`config.mk`:
```
export PLATFORM = sky130hd
export DESIGN_NAME = packed_deque_with_key_removal_core
export DESIGN_NICKNAME = d
export VERILOG_FILES = /design/src/sv/pdq_pkg.sv /design/src/sv/packed_deque_with_key_removal_core.sv
export SDC_FILE = /design/constraint.sdc
export NUM_CORES = 1
export LEC_CHECK = 0
export BUFFER_PORTS_ARGS = -buffer_cell sky130_fd_sc_hd__buf_2
export CAP_MARGIN = 20
export CORE_MARGIN = 8
export CORE_UTILIZATION = 44
export DETAILED_ROUTE_END_ITERATION = 16
export PLACE_DENSITY = 0.59
export SYNTH_ARGS = -nofsm -noshare
export SYNTH_HDL_FRONTEND = slang
export SYNTH_SLANG_ARGS = --single-unit
export TNS_END_PERCENT = 1
```
`constraint.sdc`:
```
create_clock -name clk_i -period 5.8 [get_ports clk_i]
set_input_delay 1.16 -clock clk_i [delete_from_list [all_inputs] [get_ports clk_i]]
set_output_delay 1.16 -clock clk_i [all_outputs]
set_load 0.01 [all_outputs]
```
`src/sv/pdq_pkg.sv`:
```
`timescale 1ns / 1ps
// Package for the packed deque core: sizes, request/response structs,
// opcode, status and sequencer state enums. No dependencies.
package pdq_pkg;

  // Storage geometry
  localparam int unsigned DEPTH     = 16;
  localparam int unsigned KEY_WIDTH = 16;
  localparam int unsigned IDX_W     = (DEPTH > 1) ? $clog2(DEPTH) : 1;
  localparam int unsigned CNT_W     = $clog2(DEPTH + 1);

  // Fixed field widths of the request and response
  localparam int unsigned OPCODE_W = 2;
  localparam int unsigned ITEM_W   = 16;
  localparam int unsigned STATUS_W = 2;
  localparam int unsigned SLOT_W   = 4;
  localparam int unsigned OCC_W    = 5;

  typedef enum logic [OPCODE_W-1:0] {
    OP_HEAD   = 2'd0,
    OP_TAIL   = 2'd1,
    OP_REMOVE = 2'd2
  } opcode_e;

  typedef enum logic [STATUS_W-1:0] {
    STAT_DONE    = 2'd0,
    STAT_FULL    = 2'd1,
    STAT_MISSING = 2'd2
  } status_e;

  typedef enum logic [3:0] {
    S_IDLE,
    S_SRCH_RD,
    S_SRCH_CMP,
    S_DN_RD,
    S_DN_WR,
    S_UP_RD,
    S_UP_WR,
    S_PUT,
    S_RESP
  } state_e;

  typedef struct packed {
    logic [OPCODE_W-1:0] opcode;
    logic [ITEM_W-1:0]   item_key;
  } req_t;

  typedef struct packed {
    logic [STATUS_W-1:0] status;
    logic [SLOT_W-1:0]   slot;
    logic [OCC_W-1:0]    occupancy;
  } rsp_t;

endpackage

```
`src/sv/packed_deque_with_key_removal_core.sv`:
```
`timescale 1ns / 1ps
// Packed deque of nonzero keys with insert at head/tail and remove by key.
// Depends on pdq_pkg (sizes, request/response structs, enums).
//
// Usage:
//   Request channel (req_valid_i / req_stall_o / req_i) carries an opcode and
//   a key. Response channel (rsp_valid_o / rsp_stall_i / rsp_o) returns one
//   response per request: status, slot and the new occupancy.
//   Keys live in a single-port-read memory and are moved one entry at a time
//   by a small sequencer; one index counter and one key comparator do all
//   the work.
//   Steps per request before the response (n = occupancy before it):
//     full, zero key, unknown opcode, empty remove : none
//     insert at tail                               : key write
//     insert at head                               : n moves up, key write
//     remove, key at slot k (or miss, k = n-1)     : k+1 compares, then
//                                                    n-1-k moves down
//   Each compare or move waits on the registered memory read.
//   req_stall_o is high while a request is being worked on. A finished
//   response waits in the output register; the next request is accepted
//   meanwhile, and its response waits until the register drains.
//   Reset empties the list at once (occupancy zero); no clearing pass.
module packed_deque_with_key_removal_core (
  input  logic          clk_i,
  input  logic          rst_ni,
  input  logic          req_valid_i,
  output logic          req_stall_o,
  input  pdq_pkg::req_t req_i,
  output logic          rsp_valid_o,
  input  logic          rsp_stall_i,
  output pdq_pkg::rsp_t rsp_o
);

  // Sequencer and datapath registers
  pdq_pkg::state_e                  state_q, state_d;
  logic [pdq_pkg::KEY_WIDTH-1:0]    key_q, key_d;
  logic [pdq_pkg::IDX_W-1:0]        idx_q, idx_d;
  logic [pdq_pkg::CNT_W-1:0]        at_q, at_d;
  logic [pdq_pkg::CNT_W-1:0]        count_q, count_d;
  pdq_pkg::status_e                 status_q, status_d;
  pdq_pkg::rsp_t                    rsp_q, rsp_d;
  logic                             rsp_valid_q, rsp_valid_d;

  // Key memory
  logic [pdq_pkg::KEY_WIDTH-1:0]    mem [pdq_pkg::DEPTH];
  logic [pdq_pkg::KEY_WIDTH-1:0]    rd_data_q;
  logic                             mem_we;
  logic [pdq_pkg::IDX_W-1:0]        mem_waddr;
  logic [pdq_pkg::KEY_WIDTH-1:0]    mem_wdata;
  logic [pdq_pkg::IDX_W-1:0]        mem_raddr;

  // Shared unit: index increment, count decrement and one key compare
  logic [pdq_pkg::CNT_W-1:0]        idx_inc;
  logic [pdq_pkg::CNT_W-1:0]        cnt_dec;
  logic                             key_hit;
  logic [pdq_pkg::KEY_WIDTH-1:0]    in_key;
  logic                             accept;
  logic                             is_full;
  logic                             rsp_free;

  assign idx_inc  = pdq_pkg::CNT_W'(idx_q) + pdq_pkg::CNT_W'(1);
  assign cnt_dec  = count_q - pdq_pkg::CNT_W'(1);
  assign key_hit  = (rd_data_q == key_q);
  assign in_key   = pdq_pkg::KEY_WIDTH'(req_i.item_key);
  assign accept   = req_valid_i && !req_stall_o;
  assign is_full  = (count_q == pdq_pkg::CNT_W'(pdq_pkg::DEPTH));
  assign rsp_free = !rsp_valid_q || !rsp_stall_i;

  assign req_stall_o = (state_q != pdq_pkg::S_IDLE);
  assign rsp_valid_o = rsp_valid_q;
  assign rsp_o       = rsp_q;

  // Next state
  always_comb begin
    state_d = state_q;
    unique case (state_q)
      pdq_pkg::S_IDLE: begin
        if (accept) begin
          case (req_i.opcode)
            pdq_pkg::OP_HEAD: begin
              if (is_full || in_key == '0) begin
                state_d = pdq_pkg::S_RESP;
              end else if (count_q == '0) begin
                state_d = pdq_pkg::S_PUT;
              end else begin
                state_d = pdq_pkg::S_UP_RD;
              end
            end
            pdq_pkg::OP_TAIL: begin
              if (is_full || in_key == '0) begin
                state_d = pdq_pkg::S_RESP;
              end else begin
                state_d = pdq_pkg::S_PUT;
              end
            end
            pdq_pkg::OP_REMOVE: begin
              if (in_key == '0 || count_q == '0) begin
                state_d = pdq_pkg::S_RESP;
              end else begin
                state_d = pdq_pkg::S_SRCH_RD;
              end
            end
            default: state_d = pdq_pkg::S_RESP;
          endcase
        end
      end
      pdq_pkg::S_SRCH_RD: state_d = pdq_pkg::S_SRCH_CMP;
      pdq_pkg::S_SRCH_CMP: begin
        if (key_hit) begin
          state_d = (idx_inc < count_q) ? pdq_pkg::S_DN_RD : pdq_pkg::S_RESP;
        end else if (idx_inc == count_q) begin
          state_d = pdq_pkg::S_RESP;
        end else begin
          state_d = pdq_pkg::S_SRCH_RD;
        end
      end
      pdq_pkg::S_DN_RD: state_d = pdq_pkg::S_DN_WR;
      pdq_pkg::S_DN_WR: begin
        state_d = (idx_inc < cnt_dec) ? pdq_pkg::S_DN_RD : pdq_pkg::S_RESP;
      end
      pdq_pkg::S_UP_RD: state_d = pdq_pkg::S_UP_WR;
      pdq_pkg::S_UP_WR: begin
        state_d = (idx_q == pdq_pkg::IDX_W'(1)) ? pdq_pkg::S_PUT : pdq_pkg::S_UP_RD;
      end
      pdq_pkg::S_PUT: state_d = pdq_pkg::S_RESP;
      pdq_pkg::S_RESP: begin
        if (rsp_free) begin
          state_d = pdq_pkg::S_IDLE;
        end
      end
      default: state_d = pdq_pkg::S_IDLE;
    endcase
  end

  // Datapath and memory controls
  always_comb begin
    key_d       = key_q;
    idx_d       = idx_q;
    at_d        = at_q;
    count_d     = count_q;
    status_d    = status_q;
    rsp_d       = rsp_q;
    rsp_valid_d = rsp_valid_q;
    mem_we      = 1'b0;
    mem_waddr   = idx_q;
    mem_wdata   = rd_data_q;
    mem_raddr   = idx_q;

    // drain the response register
    if (rsp_valid_q && !rsp_stall_i) begin
      rsp_valid_d = 1'b0;
    end

    unique case (state_q)
      pdq_pkg::S_IDLE: begin
        if (accept) begin
          key_d    = in_key;
          at_d     = '0;
          status_d = pdq_pkg::STAT_DONE;
          case (req_i.opcode)
            pdq_pkg::OP_HEAD: begin
              if (is_full) begin
                status_d = pdq_pkg::STAT_FULL;
              end
              idx_d = pdq_pkg::IDX_W'(count_q);
            end
            pdq_pkg::OP_TAIL: begin
              if (is_full) begin
                status_d = pdq_pkg::STAT_FULL;
              end else if (in_key != '0) begin
                at_d = count_q;
              end
              idx_d = pdq_pkg::IDX_W'(count_q);
            end
            pdq_pkg::OP_REMOVE: begin
              if (in_key == '0 || count_q == '0) begin
                status_d = pdq_pkg::STAT_MISSING;
              end
              idx_d = '0;
            end
            default: ;
          endcase
        end
      end
      // search: one entry read, then compared
      pdq_pkg::S_SRCH_RD: mem_raddr = idx_q;
      pdq_pkg::S_SRCH_CMP: begin
        if (key_hit) begin
          at_d = pdq_pkg::CNT_W'(idx_q);
          if (!(idx_inc < count_q)) begin
            count_d = cnt_dec;
          end
        end else if (idx_inc == count_q) begin
          status_d = pdq_pkg::STAT_MISSING;
        end else begin
          idx_d = pdq_pkg::IDX_W'(idx_inc);
        end
      end
      // close the gap: entry idx+1 moves down to idx
      pdq_pkg::S_DN_RD: mem_raddr = pdq_pkg::IDX_W'(idx_inc);
      pdq_pkg::S_DN_WR: begin
        mem_we    = 1'b1;
        mem_waddr = idx_q;
        mem_wdata = rd_data_q;
        idx_d     = pdq_pkg::IDX_W'(idx_inc);
        if (!(idx_inc < cnt_dec)) begin
          count_d = cnt_dec;
        end
      end
      // open the head: entry idx-1 moves up to idx
      pdq_pkg::S_UP_RD: mem_raddr = idx_q - pdq_pkg::IDX_W'(1);
      pdq_pkg::S_UP_WR: begin
        mem_we    = 1'b1;
        mem_waddr = idx_q;
        mem_wdata = rd_data_q;
        idx_d     = idx_q - pdq_pkg::IDX_W'(1);
      end
      pdq_pkg::S_PUT: begin
        mem_we    = 1'b1;
        mem_waddr = idx_q;
        mem_wdata = key_q;
        count_d   = count_q + pdq_pkg::CNT_W'(1);
      end
      pdq_pkg::S_RESP: begin
        if (rsp_free) begin
          rsp_valid_d     = 1'b1;
          rsp_d.status    = status_q;
          rsp_d.slot      = pdq_pkg::SLOT_W'(at_q);
          rsp_d.occupancy = pdq_pkg::OCC_W'(count_q);
        end
      end
      default: ;
    endcase
  end

  // Control registers
  always_ff @(posedge clk_i or negedge rst_ni) begin
    if (!rst_ni) begin
      state_q     <= pdq_pkg::S_IDLE;
      count_q     <= '0;
      rsp_valid_q <= 1'b0;
    end else begin
      state_q     <= state_d;
      count_q     <= count_d;
      rsp_valid_q <= rsp_valid_d;
    end
  end

  // Payload registers
  always_ff @(posedge clk_i) begin
    key_q    <= key_d;
    idx_q    <= idx_d;
    at_q     <= at_d;
    status_q <= status_d;
    rsp_q    <= rsp_d;
  end

  // Key memory: one write, one registered read
  always_ff @(posedge clk_i) begin
    if (mem_we) begin
      mem[mem_waddr] <= mem_wdata;
    end
    rd_data_q <= mem[mem_raddr];
  end

`ifndef ASSERT_OFF
  // occupancy never exceeds the list depth
  assert property (@(posedge clk_i) disable iff (!rst_ni)
    count_q <= pdq_pkg::CNT_W'(pdq_pkg::DEPTH))
    else $error("occupancy above depth");

  // writes land inside the occupied region or one past it
  assert property (@(posedge clk_i) disable iff (!rst_ni)
    mem_we |-> pdq_pkg::CNT_W'(mem_waddr) <= count_q)
    else $error("write beyond list tail");

  // a full response reports a full list
  assert property (@(posedge clk_i) disable iff (!rst_ni)
    rsp_valid_o && rsp_o.status == pdq_pkg::STAT_FULL
      |-> rsp_o.occupancy == pdq_pkg::OCC_W'(pdq_pkg::DEPTH))
    else $error("full status with free slots");

  // occupancy changes only at the end of an insert or remove
  assert property (@(posedge clk_i) disable iff (!rst_ni)
    count_d != count_q |-> state_q == pdq_pkg::S_PUT ||
      state_q == pdq_pkg::S_SRCH_CMP || state_q == pdq_pkg::S_DN_WR)
    else $error("occupancy changed outside update");
`endif

endmodule
```
Word-level counts from Yosys, hierarchy flattened --
Memories as Yosys holds them, arrays and structs flattened. A register that Yosys moved wholly into a read port is not among the register bits. Cells that the tools add are included. W data, S select, Z words.
Storage, ports and cells: bits in registers 47, RAM bits 256, logic and storage cells 109, memories 1
Memories:
- mem | words 16, bits a word 16, read ports 1, clocked after Yosys merged registers in 1, wr ports 1, RTL line packed_deque_with_key_removal_core.sv:45 | logic [pdq_pkg::KEY_WIDTH-1:0] mem [pdq_pkg::DEPTH];
Cells by class: add/sub/neg operators 4, $lt $le $gt $ge 2, equality and inequality tests 23, muxes and demuxes 43, reduce and logical (&&, ||, !) cells 26
Operator list (count):
- $mux W4 | 17
- $pmux W4 S9 | 1
- $pmux W4 S2 | 3
- $eq A16 B16 Y1 | 1
- $eq A4 B3 Y1 const B | 4
- $logic_not A16 Y1 | 1
- $mux W16 | 1
- $ne A2 B2 Y1 const B | 8
- $pmux W4 S4 | 1
- $reduce_bool A16 Y1 | 1
- $mux W5 | 3
- $pmux W5 S3 | 1
- $mux W2 | 6
- $pmux W4 S3 | 1
- $lt A5 B5 Y1 | 2
- $eq A4 B1 Y1 const B | 2
- $eq A4 B2 Y1 const B | 2
- $pmux W2 S2 | 2
- $reduce_and A4 Y1 | 2
- $reduce_bool A4 Y1 | 2
- $mux W1 | 7
- $reduce_and A2 Y1 | 3
- $add A4 B1 Y5 const B | 1
- $add A5 B1 Y5 const B | 1
- other kinds (20) | 25

Logic depth before layout (Yosys ltp) --
Gate-level depths: netlist of run 1.
depth in word-level cells 6, gate-level depth with buffers 14, depth with buffers taken out 10

Worst setup path after synthesis of run 1 --
OpenSTA, ideal clock, no wires.
path type register to register, start register idx_q[0] (netlist bit), end memory mem[0][0] (netlist bit), enable pin, library setup time 0.409 ns, arrival 2.924 ns, required time 5.391 ns, slack 2.467 ns, stages on the path, launching flop included 9, buffers on the path 4, cells stage by stage edfxtp_1 buf_2 buf_4 inv_1 clkbuf_1 clkbuf_1 ha_1 nand2_1 nor3_1
RTL lines:
- start: declaration | RTL line packed_deque_with_key_removal_core.sv:37 | logic [pdq_pkg::IDX_W-1:0] idx_q, idx_d;
- start signal: assignment | RTL line packed_deque_with_key_removal_core.sv:252 | idx_q <= idx_d;
- end: declaration | RTL line packed_deque_with_key_removal_core.sv:45
Straight into the memory's write port.

Worst setup path after layout of run 1 --
start register idx_q[0] (netlist bit), end register rd_data_q[7] (netlist bit) (read register of mem)
On the way: longest elaborated chain between the ends 2, elaborated cells between the ends (all ways) 3
RTL lines:
- $sub A4 B1 Y4 or $add A4 B1 Y5 (tied branches) | RTL line packed_deque_with_key_removal_core.sv:211, packed_deque_with_key_removal_core.sv:61
- $pmux W4 S2 * | RTL line packed_deque_with_key_removal_core.sv:154 | unique case (state_q)
- end: declaration | RTL line packed_deque_with_key_removal_core.sv:46 | logic [pdq_pkg::KEY_WIDTH-1:0] rd_data_q;
Mark *: on every way between the ends. The rest lies on a longest branch, timed or not. A chain may end at the register's enable or synchronous reset.

==> results of run 1 <==
-- synthesized netlist by cell type, types with 4 or more instances --
library cell  count  area share
a22oi_1           4      0.0017
nor3_1            9      0.0026
nand2_1         332       0.072
a211oi_1        131       0.057
mux2i_1         114       0.066
edfxtp_1        293        0.51
nand3_1          11      0.0032
dfxtp_1          16       0.019
nand4_1           7      0.0025
buf_2            67       0.019
a21oi_1         138       0.040
o21ai_1           4      0.0012
a311oi_1        129       0.065
nor2_1           31      0.0067
nor4_1            4      0.0014
nor2b_1           5      0.0018
xnor2_1          22       0.011
inv_1            13      0.0028
dfrtp_1          10       0.014
nand2b_1        131       0.047
clkbuf_1         80       0.017
o21ai_0           8      0.0023
ha_1             16       0.012
-- cells in the final DEF, fill, tap and decap left out, types with 19 or more instances in the layout --
master	Yosys	routed
a211oi_1	131	131
a21oi_1	138	138
xnor2_1	22	21
edfxtp_1	293	293
clkbuf_16	0	37
a311oi_1	129	129
buf_4	2	29
nand2_1	332	331
nand2b_1	131	131
mux2i_1	114	114
buf_2	67	34
nor2_1	31	19
-- where the power goes --
group	switching [mW]	total [mW]	leakage (nW)	internal (mW)
clock network	0.907	2.18	0.549	1.27
logic	3.86	5.77	3.01	1.91
registers	0.294	3.48	2.91	3.19
-- worst paths after layout --
| path | end | slack (ps) | from | depth (start not counted) |
|---|---|---|---|---|
| min | rsp_o[5]$_DFFE_PP_ | 420 | at_q[0]$_DFFE_PP_ | 0 |
| max reg2reg | rd_data_q[7]$_DFF_P_ | 2220 | idx_q[0]$_DFFE_PP_ | 8 |
| min in group asynchronous | count_q[2]$_DFFE_PN0P_ | 480 | rst_ni | 1 |
| min reg2reg | rsp_o[5]$_DFFE_PP_ | 420 | at_q[0]$_DFFE_PP_ | 0 |
| max | rd_data_q[7]$_DFF_P_ | 2220 | idx_q[0]$_DFFE_PP_ | 8 |
| max in group asynchronous | count_q[0]$_DFFE_PN0P_ | 5110 | rst_ni | 1 |
-- metrics by stage --
stage               setup slack, ps  std cells  hold WS [ps]    util
floorplan                      2467       1630         400.3       -
global placement               2371       2060         405.9  0.4598
detailed placement             2338       2061         411.0  0.4602
CTS                            2320       2127         426.8  0.4891
global route                   2094       2129         434.3  0.4900
finish                         2225       2129         423.4  0.4900
-- layer usage --
metal / GRT usage / vias to the layer above / part of all wire
met3: 0.02779 / 78 / 0.047
met4: 0.07450 / 0 / 0.030
met2: 0.3214 / 361 / 0.47
li1: - / 6046 / -
met5: 0 / - / 0
met1: 0.2605 / 6453 / 0.45
-- worst max-delay path: cells and delay by family, from the launching register on --
kind / cells / cell delay, ps
compound gates: 1 / 210
xor+xnor: 1 / 240
buf+inv: 2 / 1020
flops: 1 / 440
mux: 2 / 360
simple gates: 2 / 890
-- flip-flops by register name, summed over array words and instances, names as in the netlist --
name         count
state_q          4
mem            256
key_q           16
count_q          5
rsp_o           11
status_q         2
idx_q            4
rsp_valid_o      1
rd_data_q       16
at_q             4
-- layout make-up --
type                       count  share of cell area
timing repair buffer          67             0.02413
clock buffer                  54             0.05426
sequential                   319              0.4936
multi-input combinational   1146              0.3865
clock inverter                12            0.004615
tap                          518             0.03415
inverter                      13            0.002703
-- cell families after synthesis --
group	synth area share
compound gates	0.1764
xor+xnor	0.01359
buf+inv	0.04106
mux	0.06592
flops	0.5413
fa+ha+maj	0.01157
simple gates	0.1502
==> impl_results.md, run 1 <==
* Period utilisation layout at 0.6164
* WS Path Type: register to register
* Clock sink count at 319
* Footprint of the multi-input gates at 0.007336 mm^2
* Largest net degree at the start of global routing at 251
* Initial antenna violation count at 0
* Area grow syn2layout at 9.650%
* Vias in the first global route at 12,337
* Power density cells at 602.6 mW/mm^2
* # H-tree levels at 2
* DP Area at 0.01783 mm^2
* Initial DRC count at 1,021
* Final GP Congestion at 0.8191
* ANT nets after route at 0
* CP arrival at 3970 ps
* Synthesis-stage register bit count at 319
* Max Cap Viol at 0
* Final setup fails at 0
* Rows at 72
* Minimum clock period at 3575 ps
* Post-CTS Setup Bufs at 0
* Root buffer cell: clkbuf_16
* Post-layout power at 11.44 mW
* PostCTS Resize Cnt at 0
* First-pass GRT wire length at 72,020 um
* # fillers at 3,456
* # port buffers at 34
* Synth Net Count at 1,668
* Layout cells sized above 1 at 0.09125
* Slew at the pin with the worst max-slew slack at 1125 ps
* GRT Overall Usage at 0.1958
* Overflow left after global routing at 0
* DR DRC count at 0
* Critical Path Sink Type: register
* Nets at 1,621
* Most used DFF post-synth: edfxtp_1
* Worst path max stage delay at 690 ps
* Worst setup SP type: register
* Die X at 214.3 um
* Clk Latency, worst-skew pair at 540 ps
* CP max FO at 250
* Post-synth ARST share at 0.03135
* Rel. slew slack at 0.2501
* Leak Pwr at 6.467 nW
* Most frequent CP cell: mux2i_1
* Cell variety after synth at 59
* DP HPWL at 25,770 um
* Final Skew at 16.98 ps
* Finished Cell Area at 0.01898 mm^2
* Final Hold Viols at 0
* WL per Instance at 22.09 um
* Core Area at 0.03874 mm^2
* Reg area at 0.009369 mm^2
* Drt total wl at 47,020 um
* Critical path, cell by cell: buf_12 -> nand3_1 -> xnor2_1 -> a32oi_1 -> and3_2 -> buf_4 -> mux2i_1 -> mux2i_1
* IO Count at 35
* Synthesized area at 0.01731 mm^2
* Die H at 214.3 um
* Vias at 12,938
* Die Area at 0.04594 mm^2
* Inserted Diodes at 0
* CTS tree: yes
* Register area share after synthesis at 0.5413
* First-pass iteration count of the detailed router at 7
* Hold/Removal Path Class: register to register
* CTS Buf Count at 36
* TNS Setup at 0 ps
* CTS Buffer Depth at 3
* # hold bufs at CTS at 0
* Clk slew on worst S/H paths at 60 ps
* Cells after synthesis at 1,630
* Vias per inst at 6.077
* EDFF count, synth at 293
* Starting Density at 0.4468
* Status: completed
* Max frequency at 279.7 MHz
* RSZ-0062 raised after global routing: no
* Max IR drop VDD at 0.0004053 V
* Worst path required time at 6190 ps
* Syn. warnings at 0
* Slowest stage cell, crit path: and3_2
* Mean Syn Cell Area at 10.62 um^2
* Slew Viols, Final at 0
(Power assumes the default switching activity.)
==> inputs of run 2 (changes only) <==
- clock period: 5.8 -> 3.4 ns (I/O delays scaled with it)
==> run 2 against run 1 <==
Compared with the run above: combinational power rose by 80%; global-route usage is 0.78 points higher; sequential cell count unchanged; critical path type unchanged.
==> impl_results.md, run 2 (same netlist as run 1, synthesis figures left out) <==
* Worst path top cell family by delay: simple AND/OR/NAND/NOR gates
* CTS Buf Count at 36
* Rel. slew slack at 0.2921
* Area grow syn2layout at 11.49%
* Commonest non-fill, non-tap cells in the layout: nand2_1 (331), edfxtp_1 (293), a21oi_1 (138)
* Die X at 214.3 um
* Initial antenna violation count at 0
* Final setup fails at 0
* Post-CTS Setup Bufs at 0
* Footprint of the multi-input gates at 0.007327 mm^2
* Die Area at 0.04594 mm^2
* Max frequency at 313.9 MHz
* Max reg flops at 256
* RSZ-0062 raised after global routing: no
* Most common cell after layout, fill and taps aside: nand2_1
* Status: completed
* Leak Pwr at 6.618 nW
* Largest net degree at the start of global routing at 247
* Final GP Congestion at 0.8622
* Slew Viols, Final at 0
* Met3 usage at 0.02891
* Largest registers: mem x256, key_q x16, rd_data_q x16
* Layout cells sized above 1 at 0.1007
* Critical path, cell by cell: inv_1 -> ha_1 -> or3b_2 -> nor2_1 -> nor2_1 -> ha_1 -> a21boi_0 -> o32ai_2 -> or4_1 -> nand3_1
* WL per Instance at 22.65 um
* Grt met1 use at 0.2643
* CTS tree: yes
* Nets at 1,642
* # H-tree levels at 2
* IO Count at 35
* # hold bufs at CTS at 0
* Die H at 214.3 um
* Core Area at 0.03874 mm^2
* Slowest stage cell, crit path: or4_1
* Max Cap Viol at 0
* Starting Density at 0.4468
* Reg area at 0.009369 mm^2
* CTS Buffer Depth at 3
* Final Skew at 10.08 ps
* CP max FO at 8
* Vias in the first global route at 12,318
* Fin worst setup slack at 213.9 ps
* First-pass iteration count of the detailed router at 7
* Vias per inst at 6.094
* Final Hold Viols at 0
* Rows at 72
* GRT Overall Usage at 0.2036
* DR DRC count at 0
* Slew at the pin with the worst max-slew slack at 1062 ps
* Initial DRC count at 1,179
* WP buf/inv at 1
* Setup slack at placement at 268.0 ps
* Vias at 13,084
* Worst setup SP type: register
* Inserted Diodes at 0
* Worst path required time at 3850 ps
* # fillers at 3,427
* Clk slew on worst S/H paths at 60 ps
* TNS Setup at 0 ps
* Hold/Removal Path Class: primary input to async pin
* ANT nets after route at 0
* CP arrival at 3640 ps
* Drt total wl at 48,630 um
* Period utilisation layout at 0.9371
* Critical Path Sink Type: register
* Grt peak-use layer: met2
* WS Path Type: register to register
* Overflow left after global routing at 0
* Worst path max stage delay at 520 ps
* Top reg by flops: mem
* Minimum clock period at 3186 ps
* PostCTS Resize Cnt at 0
* Root buffer cell: clkbuf_16
* # port buffers at 34
* Fin Hold WS at 35.64 ps
* Clk Latency, worst-skew pair at 520 ps
* Met2 usage at 0.3454
* Clock sink count at 319
* First-pass GRT wire length at 73,970 um
* Power density cells at 1031 mW/mm^2
* Max IR drop VDD at 0.0006049 V
* DP HPWL at 27,570 um
-- run 2: cell count changes in the layout (fill, tap and decap cells not counted), moves of 2 or more --
| cell | previous run | this run |
|---|---|---|
| inv_6 | 2 | 0 |
| buf_12 | 2 | 19 |
| buf_8 | 2 | 0 |
| buf_4 | 29 | 34 |
-- run 2: through the flow --
stage	utilization	area [um^2]	power, mW	std cells
3_3_place_gp	0.4699	18200	16.13	2083
2_1_floorplan	-	17310	13.20	1630
5_1_grt	0.4982	19300	21.05	2147
6_report	0.4982	19300	19.90	2147
4_1_cts	0.4974	19270	19.90	2146
3_5_place_dp	0.4699	18200	16.30	2083
-- run 2: final timing paths --
check | from | endpoint | slack (ps) | cells after the start
min reg2reg | at_q[0]$_DFFE_PP_ | rsp_o[5]$_DFFE_PP_ | 420 | 0
max in group asynchronous | rst_ni | state_q[2]$_DFFE_PN0P_ | 3140 | 1
min | rst_ni | rsp_valid_o$_DFF_PN0_ | 40 | 1
min in group clk_i | req_i[5] | key_q[5]$_DFFE_PP_ | 350 | 1
max reg2reg | count_q[0]$_DFFE_PN0P_ | count_q[1]$_DFFE_PN0P_ | 210 | 10
max | count_q[0]$_DFFE_PN0P_ | count_q[1]$_DFFE_PN0P_ | 210 | 10
-- run 2: area by class of cell --
| type | instances | area share |
|---|---|---|
| tap | 518 | 0.03359 |
| multi-input combinational | 1146 | 0.3797 |
| timing repair buffer | 88 | 0.04318 |
| inverter | 13 | 0.002658 |
| clock inverter | 8 | 0.001815 |
| clock buffer | 55 | 0.05356 |
| sequential | 319 | 0.4855 |
-- run 2: routing by layer --
layer,wire length [um],up-vias
met1,20530,6519
met4,1477,0
li1,-,6080
met5,0,-
met2,23860,407
met3,2758,78
-- run 2: report_power, final --
part	total [mW]	switching [mW]	internal (mW)
registers	5.90	0.467	5.44
clock network	3.57	1.49	2.08
logic	10.4	6.80	3.62
